`config.mk`:
```
export PLATFORM = sky130hd
export DESIGN_NAME = modem_escape_guard_detector_flat
export DESIGN_NICKNAME = d
export VERILOG_FILES = /design/src/rtl/megd_pkg.sv /design/src/rtl/megd_if.sv /design/src/rtl/megd_cfg.sv /design/src/rtl/megd_core.sv /design/src/rtl/megd_emit.sv /design/src/rtl/modem_escape_guard_detector.sv /design/src/flat_wrapper.sv
export SDC_FILE = /design/constraint.sdc
export NUM_CORES = 1
export LEC_CHECK = 0
export ABC_AREA = 0
export BUFFER_PORTS_ARGS = -buffer_cell sky130_fd_sc_hd__buf_2
export CAP_MARGIN = 0
export CELL_PAD_IN_SITES_DETAIL_PLACEMENT = 1
export CELL_PAD_IN_SITES_GLOBAL_PLACEMENT = 1
export CORE_AREA = 2 2 153 155
export CTS_BUF_LIST = sky130_fd_sc_hd__clkbuf_8
export DETAILED_ROUTE_END_ITERATION = 8
export DIE_AREA = 0 0 155 157
export GPL_TIMING_DRIVEN = 0
export HOLD_SLACK_MARGIN = 0.02
export PLACE_DENSITY = 0.63
export SLEW_MARGIN = 20
export SYNTH_ARGS = -nofsm -noshare
export SYNTH_HDL_FRONTEND = slang
export SYNTH_SLANG_ARGS = --single-unit
export TNS_END_PERCENT = 50
```
`constraint.sdc`:
```
create_clock -name clk -period 7.7 [get_ports clk]
set_clock_uncertainty 0.05 [all_clocks]
set_input_delay 1.155 -clock clk [delete_from_list [all_inputs] [get_ports clk]]
set_output_delay 1.155 -clock clk [all_outputs]
set_load 0.01 [all_outputs]
```
`src/rtl/megd_pkg.sv`:
```
package megd_pkg;

	localparam int TIME_BITS = 32;
	localparam int GUARD_STEP_MS = 20;
	localparam logic [7:0] ESC_MAX = 8'd127;
	localparam logic [1:0] HELD_FULL = 2'd3;
	localparam logic OP_TICK = 1'b1;
	localparam int GUARD_BITS = 13;

	typedef enum logic [1:0] {
		PH_IDLE = 2'd0,
		PH_COUNT = 2'd1,
		PH_TRAIL = 2'd2
	} phase_t;

	typedef struct packed {
		logic [7:0] escape_char;
		logic [7:0] guard_mult;
	} cfg_t;

	// Outcome of one item: released held characters, then the optional forwarded byte.
	typedef struct packed {
		logic [1:0] rel;
		logic       fwd;
		logic [7:0] fwd_byte;
		logic [7:0] esc_byte;
		logic       esc;
	} desc_t;

endpackage

```
`src/rtl/megd_if.sv`:
```
interface megd_in_if;
	logic        valid;
	logic        ready;
	logic        op;
	logic [7:0]  in_byte;
	logic [31:0] now_ms;

	modport source (output valid, op, in_byte, now_ms, input ready);
	modport sink (input valid, op, in_byte, now_ms, output ready);
endinterface

interface megd_out_if;
	logic       valid;
	logic       ready;
	logic       has_byte;
	logic [7:0] out_byte;
	logic       escaped;
	logic       last;

	modport source (output valid, has_byte, out_byte, escaped, last, input ready);
	modport sink (input valid, has_byte, out_byte, escaped, last, output ready);
endinterface

```
`src/rtl/megd_cfg.sv`:
```
module megd_cfg (
	input  logic            clk,
	input  logic            arst_n,
	input  logic            psel,
	input  logic            penable,
	input  logic            pwrite,
	input  logic [2:0]      paddr,
	input  logic [31:0]     pwdata,
	output logic [31:0]     prdata,
	output logic            pready,
	output megd_pkg::cfg_t  cfg
);
	import megd_pkg::*;

	logic [7:0] escape_char_q;
	logic [7:0] guard_mult_q;
	logic       wr;

	assign wr = psel && penable && pwrite;
	assign pready = 1'b1;

	always_ff @(posedge clk or negedge arst_n) begin
		if (!arst_n) begin
			escape_char_q <= 8'd43;
			guard_mult_q <= 8'd50;
		end else if (wr) begin
			if (paddr[2]) begin
				guard_mult_q <= pwdata[7:0];
			end else begin
				escape_char_q <= pwdata[7:0];
			end
		end
	end

	assign prdata = paddr[2] ? {24'd0, guard_mult_q} : {24'd0, escape_char_q};
	assign cfg.escape_char = escape_char_q;
	assign cfg.guard_mult = guard_mult_q;
endmodule

```
`src/rtl/megd_core.sv`:
```
module megd_core (
	input  logic            clk,
	input  logic            arst_n,
	megd_in_if.sink         data_ch,
	input  megd_pkg::cfg_t  cfg,
	input  logic            take,
	output megd_pkg::desc_t desc,
	output logic            desc_valid
);
	import megd_pkg::*;

	logic                 valid_s1;
	logic                 op_s1;
	logic [7:0]           byte_s1;
	logic [31:0]          now_s1;

	phase_t               phase_q, phase_d;
	logic [1:0]           held_q, held_d;
	logic [TIME_BITS-1:0] time_q, time_d;
	logic                 seen_q, seen_d;

	logic                 advance;
	logic [TIME_BITS-1:0] now_w;
	logic [TIME_BITS-1:0] diff;
	logic [GUARD_BITS-1:0] guard;
	logic                 gap_ok;
	logic [1:0]           rel;
	logic                 fwd;
	logic                 esc;
	phase_t               ph;
	logic [1:0]           hc;

	assign advance = valid_s1 && take;
	assign data_ch.ready = !valid_s1 || take;

	always_ff @(posedge clk or negedge arst_n) begin
		if (!arst_n) begin
			valid_s1 <= 1'b0;
		end else if (data_ch.valid && data_ch.ready) begin
			valid_s1 <= 1'b1;
		end else if (advance) begin
			valid_s1 <= 1'b0;
		end
	end

	always_ff @(posedge clk) begin
		if (data_ch.valid && data_ch.ready) begin
			op_s1 <= data_ch.op;
			byte_s1 <= data_ch.in_byte;
			now_s1 <= data_ch.now_ms;
		end
	end

	always_ff @(posedge clk or negedge arst_n) begin
		if (!arst_n) begin
			phase_q <= PH_IDLE;
			held_q <= 2'd0;
			time_q <= '0;
			seen_q <= 1'b0;
		end else if (advance) begin
			phase_q <= phase_d;
			held_q <= held_d;
			time_q <= time_d;
			seen_q <= seen_d;
		end
	end

	always_comb begin
		now_w = TIME_BITS'(now_s1);
		diff = now_w - time_q;
		guard = GUARD_BITS'(cfg.guard_mult) * GUARD_BITS'(GUARD_STEP_MS);
		// Before the first byte the silence counts as a full guard time.
		gap_ok = !seen_q || (diff >= TIME_BITS'(guard));
		phase_d = phase_q;
		held_d = held_q;
		time_d = time_q;
		seen_d = seen_q;
		rel = 2'd0;
		fwd = 1'b0;
		esc = 1'b0;
		ph = phase_q;
		hc = held_q;
		if (op_s1 == OP_TICK) begin
			if (phase_q != PH_IDLE && seen_q && gap_ok) begin
				if (phase_q == PH_TRAIL) begin
					esc = 1'b1;
				end else begin
					rel = held_q;
				end
				phase_d = PH_IDLE;
				held_d = 2'd0;
			end
		end else begin
			time_d = now_w;
			seen_d = 1'b1;
			if (cfg.escape_char > ESC_MAX) begin
				fwd = 1'b1;
			end else if (phase_q == PH_TRAIL && gap_ok) begin
				// Trailing guard elapsed: the escape wins and this byte is dropped.
				esc = 1'b1;
				phase_d = PH_IDLE;
				held_d = 2'd0;
			end else begin
				if (ph != PH_IDLE && gap_ok) begin
					rel = hc;
					hc = 2'd0;
					ph = PH_IDLE;
				end
				if (byte_s1 == cfg.escape_char) begin
					unique case (ph)
						PH_COUNT: begin
							hc = 2'(hc + 2'd1);
							if (hc == HELD_FULL) begin
								ph = PH_TRAIL;
							end
						end
						PH_TRAIL: begin
							rel = hc;
							hc = 2'd0;
							ph = PH_IDLE;
							fwd = 1'b1;
						end
						PH_IDLE: begin
							if (gap_ok) begin
								hc = 2'd1;
								ph = PH_COUNT;
							end else begin
								fwd = 1'b1;
							end
						end
					endcase
				end else begin
					if (ph != PH_IDLE) begin
						rel = hc;
						hc = 2'd0;
						ph = PH_IDLE;
					end
					fwd = 1'b1;
				end
				phase_d = ph;
				held_d = hc;
			end
		end
	end

	assign desc.rel = rel;
	assign desc.fwd = fwd;
	assign desc.fwd_byte = byte_s1;
	assign desc.esc_byte = cfg.escape_char;
	assign desc.esc = esc;
	assign desc_valid = valid_s1;
endmodule

```
`src/rtl/megd_emit.sv`:
```
module megd_emit (
	input  logic            clk,
	input  logic            arst_n,
	input  megd_pkg::desc_t desc,
	input  logic            desc_valid,
	output logic            take,
	megd_out_if.source      result_ch
);
	import megd_pkg::*;

	desc_t      desc_s2;
	logic       valid_s2;
	logic [1:0] idx_q;
	logic [2:0] total;
	logic       is_rel;
	logic       last;

	assign total = {1'b0, desc_s2.rel} + {2'b00, desc_s2.fwd};
	assign is_rel = idx_q < desc_s2.rel;
	assign last = (total == 3'd0) || ({1'b0, idx_q} == 3'(total - 3'd1));
	assign take = !valid_s2 || (result_ch.ready && last);

	always_ff @(posedge clk or negedge arst_n) begin
		if (!arst_n) begin
			valid_s2 <= 1'b0;
			idx_q <= 2'd0;
		end else if (take) begin
			valid_s2 <= desc_valid;
			idx_q <= 2'd0;
		end else if (result_ch.ready) begin
			idx_q <= 2'(idx_q + 2'd1);
		end
	end

	always_ff @(posedge clk) begin
		if (take) begin
			desc_s2 <= desc;
		end
	end

	assign result_ch.valid = valid_s2;
	assign result_ch.has_byte = (total != 3'd0);
	assign result_ch.out_byte = is_rel ? desc_s2.esc_byte :
		(desc_s2.fwd ? desc_s2.fwd_byte : 8'd0);
	assign result_ch.escaped = desc_s2.esc && last;
	assign result_ch.last = last;
endmodule

```
`src/rtl/modem_escape_guard_detector.sv`:
```
// Escape guard-time detector for a modem data path.
// Items enter on data_ch: op selects a data byte or a timer tick, and now_ms
// stamps it. Results leave on result_ch, one per forwarded byte, or one empty
// result when nothing is forwarded; last marks the final result of an item and
// escaped on that result reports a recognized escape sequence.
// Up to three escape characters are held back; when the candidate fails they
// are released ahead of the current byte, so an item yields one to four results.
// The escape character and guard time are written through the APB port
// (offset 0 and 4); they should only change while the block is idle.
// An item passes the input register, then the output stage register, before
// its first result is offered. Throughput: one result per cycle from the output
// stage while result_ch.ready is high; the next item enters it only once the
// last result of the current one is taken. The decision logic takes a new item
// every cycle while the output stage takes its descriptors.
// Reset clears the state and restores the escape character to '+' and the guard
// to one second. When result_ch stalls, the output stage holds its result and
// one more item waits in the input register before data_ch.ready drops.
module modem_escape_guard_detector (
	input  logic        clk,
	input  logic        arst_n,
	megd_in_if.sink     data_ch,
	megd_out_if.source  result_ch,
	input  logic        psel,
	input  logic        penable,
	input  logic        pwrite,
	input  logic [2:0]  paddr,
	input  logic [31:0] pwdata,
	output logic [31:0] prdata,
	output logic        pready
);
	import megd_pkg::*;

	cfg_t  cfg;
	desc_t desc;
	logic  desc_valid;
	logic  take;

	megd_cfg u_cfg (
		.clk     (clk),
		.arst_n  (arst_n),
		.psel    (psel),
		.penable (penable),
		.pwrite  (pwrite),
		.paddr   (paddr),
		.pwdata  (pwdata),
		.prdata  (prdata),
		.pready  (pready),
		.cfg     (cfg)
	);

	megd_core u_core (
		.clk        (clk),
		.arst_n     (arst_n),
		.data_ch    (data_ch),
		.cfg        (cfg),
		.take       (take),
		.desc       (desc),
		.desc_valid (desc_valid)
	);

	megd_emit u_emit (
		.clk        (clk),
		.arst_n     (arst_n),
		.desc       (desc),
		.desc_valid (desc_valid),
		.take       (take),
		.result_ch  (result_ch)
	);
endmodule
```
`src/flat_wrapper.sv`:
```
// flat-port wrapper written by rule: the top's interface ports become plain ports
module modem_escape_guard_detector_flat import megd_pkg::*;
  (clk, arst_n, psel, penable, pwrite, paddr, pwdata, prdata, pready, data_ch_valid, data_ch_op, data_ch_in_byte, data_ch_now_ms, data_ch_ready, result_ch_valid, result_ch_has_byte, result_ch_out_byte, result_ch_escaped, result_ch_last, result_ch_ready);
  megd_in_if data_ch_i ();
  megd_out_if result_ch_i ();
  input  logic clk;
  input  logic arst_n;
  input  logic psel;
  input  logic penable;
  input  logic pwrite;
  input  logic [2:0] paddr;
  input  logic [31:0] pwdata;
  output logic [31:0] prdata;
  output logic pready;
  input wire logic [$bits(data_ch_i.valid)-1:0] data_ch_valid;
  input wire logic [$bits(data_ch_i.op)-1:0] data_ch_op;
  input wire logic [$bits(data_ch_i.in_byte)-1:0] data_ch_in_byte;
  input wire logic [$bits(data_ch_i.now_ms)-1:0] data_ch_now_ms;
  output wire logic [$bits(data_ch_i.ready)-1:0] data_ch_ready;
  output wire logic [$bits(result_ch_i.valid)-1:0] result_ch_valid;
  output wire logic [$bits(result_ch_i.has_byte)-1:0] result_ch_has_byte;
  output wire logic [$bits(result_ch_i.out_byte)-1:0] result_ch_out_byte;
  output wire logic [$bits(result_ch_i.escaped)-1:0] result_ch_escaped;
  output wire logic [$bits(result_ch_i.last)-1:0] result_ch_last;
  input wire logic [$bits(result_ch_i.ready)-1:0] result_ch_ready;
  assign data_ch_i.valid = data_ch_valid;
  assign data_ch_i.op = data_ch_op;
  assign data_ch_i.in_byte = data_ch_in_byte;
  assign data_ch_i.now_ms = data_ch_now_ms;
  assign data_ch_ready = data_ch_i.ready;
  assign result_ch_valid = result_ch_i.valid;
  assign result_ch_has_byte = result_ch_i.has_byte;
  assign result_ch_out_byte = result_ch_i.out_byte;
  assign result_ch_escaped = result_ch_i.escaped;
  assign result_ch_last = result_ch_i.last;
  assign result_ch_i.ready = result_ch_ready;
  modem_escape_guard_detector u_core (.clk(clk), .arst_n(arst_n), .data_ch(data_ch_i), .result_ch(result_ch_i), .psel(psel), .penable(penable), .pwrite(pwrite), .paddr(paddr), .pwdata(pwdata), .prdata(prdata), .pready(pready));
endmodule
```
==> flow_summary.yaml <==
worst_setup_path:
  cp-start-kind: "flop"
  path_cells: "ha_1 -> fa_1 -> nand2b_1 -> a21oi_2 -> nor2_1 -> o21ai_0 -> a21o_1 -> a21oi_1 -> xnor2_1 -> ha_1 -> nand2_1 -> o21ai_0 -> a22oi_1 -> nand4_1 -> a31oi_1 -> or4b_1 -> or4_4 -> nor4_4 -> o21ai_1 -> ha_1 -> nor2_1 -> a21oi_1 -> a21oi_1 -> o21a_1"
  crit_buf_inv: 0
  crit_arrival_ps: 5960
  timing.rr.start: "u_core.u_core.time_q[0]"
  crit_type: "flop to flop"
  crit_family: "simple AND/OR/NAND/NOR gates"
  worstPathMaxFanout: 10
  crit_start: "u_core.u_core.time_q[0]"
  end_kind: "flop"
  critPathSlowestCell: "or4_4"
  cp_data_required_time_ps: 8030
  cpPeakStageDelay_ps: 540
timing:
  period_share: 0.731
  rsz0062_at_grt: "false"
  slew_headroom: 0.553
  period_minus_slack_ps: 5630
  finalHoldViolations: 0
  fmax_mhz: 178
  tightest_slew_ps: 670
  slew_viol_final: 0
  finalSetupViolCount: 0
  fin_setup_tns_ps: 0
detailed_routing:
  first_pass_iters: 4
  vias_per_cell: 5.02
  routed_wl_um: 18300
  drc: 0
  first_iter_violations: 187
  antenna_left: 0
  dr_total_vias: 5850
  wl_per_cell_um: 15.7
die:
  core_um2: 22500
  io_pins: 129
  die_area_um2: 24300
  die_w_um: 155
  die_h_um: 157
  rows: 55
  initial_core_util: 0.346
clock_tree:
  cts_inserted_buffers: 17
  htree_levels: 4
  hold_buffers: 0
  cts_root_buf: "clkbuf_8"
  cts_tree: "yes"
  clkTransAtPathRegs_ps: 90
  ctsResizeCount: 0
  clk_path_buf_depth: 2
  clock-sinks: 118
  cts_setup_buffers: 0
  clkLatencyLatePin_ps: 460
layout:
  fin_nets: 1012
  seq_area_um2: 3270
  fillerInstances: 2576
  diodes: 0
  layout_common_cells: "78 x buf_2, 61 x edfxtp_1, 60 x nand2_1, 60 x ha_1, 55 x inv_1"
  final_common_cell: "buf_2"
  multi_input_area_um2: 4100
  finalCoreUtilization: 0.401
  layout-drive-gt1-share: 0.275
  syn_to_final_growth_pct: 15.9
placed_design:
  finalWeightedCongestion: 0.793
  place_hpwl_um: 14300
  numPortBuffers: 76
synthesis:
  ys_ff_latch: 118
  synth_cells: 748
  synthArstFlopShare: 0.483
  ys_warn_count: 0
  ys.flop_type: "edfxtp_1"
  netlist_area_um2: 7790
  seq_area_frac_synth: 0.419
  synth_edf_count: 61
  avgSynthCellArea_um2: 10.4
  ys_types: 83
pwr:
  intPower_mw: 2.40
  powerDensity_nw_per_um2: 509
  power_frac_seq: 0.248
  comb_power_share: 0.630
  swShare: 0.477
  clockPowerShare: 0.122
  switchingPower_mw: 2.19
  p_leak_nw: 3.94
  ir_drop_v: 0.000188
global_route:
  grt_pass1_wl_um: 30400
  grt_overflow: 0
  antenna_found_initial: 0
  grt_max_degree: 42
  grt.total_usage: 0.157
  grt_pass1_vias: 6007
worst_hold_path:
  min_from: "u_core.u_core.byte_s1[0]"
  hold_class: "flop to flop"
job:
  max_cap_viol_count: 0
outcome:
  run_status: "completed"
[synthesized netlist by cell type, types with 3 or more instances]
| cell type | n | share of area |
|---|---|---|
| nor2b_1 | 4 | 0.0032 |
| xor2_1 | 26 | 0.029 |
| a21oi_1 | 45 | 0.029 |
| a211oi_1 | 3 | 0.0029 |
| nor3_1 | 10 | 0.0064 |
| o2111ai_1 | 3 | 0.0034 |
| o21ai_0 | 34 | 0.022 |
| and3_1 | 4 | 0.0032 |
| nand4_1 | 13 | 0.010 |
| nand4b_1 | 3 | 0.0034 |
| ha_1 | 60 | 0.096 |
| o21ai_1 | 7 | 0.0045 |
| a21oi_2 | 7 | 0.0079 |
| buf_2 | 3 | 0.0019 |
| o21a_1 | 6 | 0.0058 |
| nor2_1 | 36 | 0.017 |
| clkbuf_1 | 7 | 0.0034 |
| dfrtp_1 | 50 | 0.16 |
| a31oi_1 | 9 | 0.0072 |
| nand2b_1 | 11 | 0.0088 |
| buf_6 | 3 | 0.0043 |
| mux2i_1 | 8 | 0.010 |
| nand2_1 | 60 | 0.029 |
| edfxtp_1 | 61 | 0.23 |
| a21o_1 | 14 | 0.013 |
| a22oi_1 | 3 | 0.0029 |
| buf_1 | 4 | 0.0019 |
| nand3_1 | 19 | 0.012 |
| nor4_1 | 7 | 0.0056 |
| o211ai_1 | 9 | 0.0087 |
| buf_4 | 25 | 0.024 |
| mux2_2 | 54 | 0.078 |
| dfstp_2 | 7 | 0.024 |
| xnor2_1 | 9 | 0.010 |
| and2_1 | 6 | 0.0048 |
| inv_1 | 55 | 0.026 |
[power groups by stage]
stage | combinational [mW] | sequential (mW) | clock (mW)
6_report | 2.89 | 1.14 | 0.562
3_5_place_dp | 2.91 | 1.16 | 0
4_1_cts | 2.93 | 1.15 | 0.591
5_1_grt | 3.28 | 1.18 | 0.615
2_1_floorplan | 2.19 | 1.11 | 0
3_3_place_gp | 2.85 | 1.16 | 0
[layer usage]
layer,vias to the layer above,GRT usage,part of all wire
met2,93,0.267,0.48
met3,16,0.0306,0.033
met5,-,0,0
met4,0,0.0476,0.013
li1,2921,-,-
met1,2820,0.204,0.47
[cell type report]
cell class / count / share of cell area
multi-input cells: 553 / 0.454
flip-flops and latches: 118 / 0.362
repair buffers: 77 / 0.0446
well taps: 285 / 0.0395
plain buffers: 45 / 0.0344
clock buffers: 17 / 0.0259
inverters: 55 / 0.0229
clock inverters: 15 / 0.0170
[state kept, by name, summed over array words and instances, names as in the netlist]
signal                         count
u_core.u_emit.desc_s2             20
u_core.u_emit.result_ch.valid      1
u_core.u_core.phase_q              2
u_core.u_core.desc_valid           1
u_core.u_core.now_s1              32
u_core.u_core.held_q               2
u_core.u_cfg.escape_char_q         8
u_core.u_core.seen_q               1
u_core.u_emit.idx_q                2
u_core.u_core.byte_s1              8
u_core.u_core.op_s1                1
u_core.u_core.time_q              32
u_core.u_cfg.guard_mult_q          8
[cell families after synthesis]
group / Yosys count / share of synthesized area
mux: 63 / 0.0902
other cells: 2 / 0.000963
buf+inv: 100 / 0.0663
flops: 118 / 0.419
xor+xnor: 35 / 0.0393
compound gates: 167 / 0.142
simple gates: 201 / 0.140
fa+ha+maj: 62 / 0.101
[through the flow]
step | hold slack (ps) | total power, mW | cells | cell area, µm² | setup slack [ps]
after floorplan | 391 | 3.31 | 771 | 7880 | 2720
after global placement | 398 | 4.01 | 1132 | 8620 | 2120
after detailed placement | 408 | 4.07 | 1133 | 8640 | 2060
after CTS | 433 | 4.67 | 1165 | 9030 | 1980
after global routing | 438 | 5.07 | 1165 | 9030 | 1570
final | 428 | 4.60 | 1165 | 9030 | 2070
[path summary, 6_finish.rpt]
check	to	slack [ps]	cells after the start
worst min-delay path	u_core.u_emit.desc_s2[9]	430	0
worst min register to register	u_core.u_emit.desc_s2[9]	430	0
worst max-delay path	u_core.u_core.held_q[1]	2070	24
max in group asynchronous	u_core.u_cfg.escape_char_q[5]	6440	2
worst max register to register	u_core.u_core.held_q[1]	2070	24
min in group asynchronous	u_core.u_core.time_q[11]	580	1
Note: power is estimated with default switching activity, not from simulation.
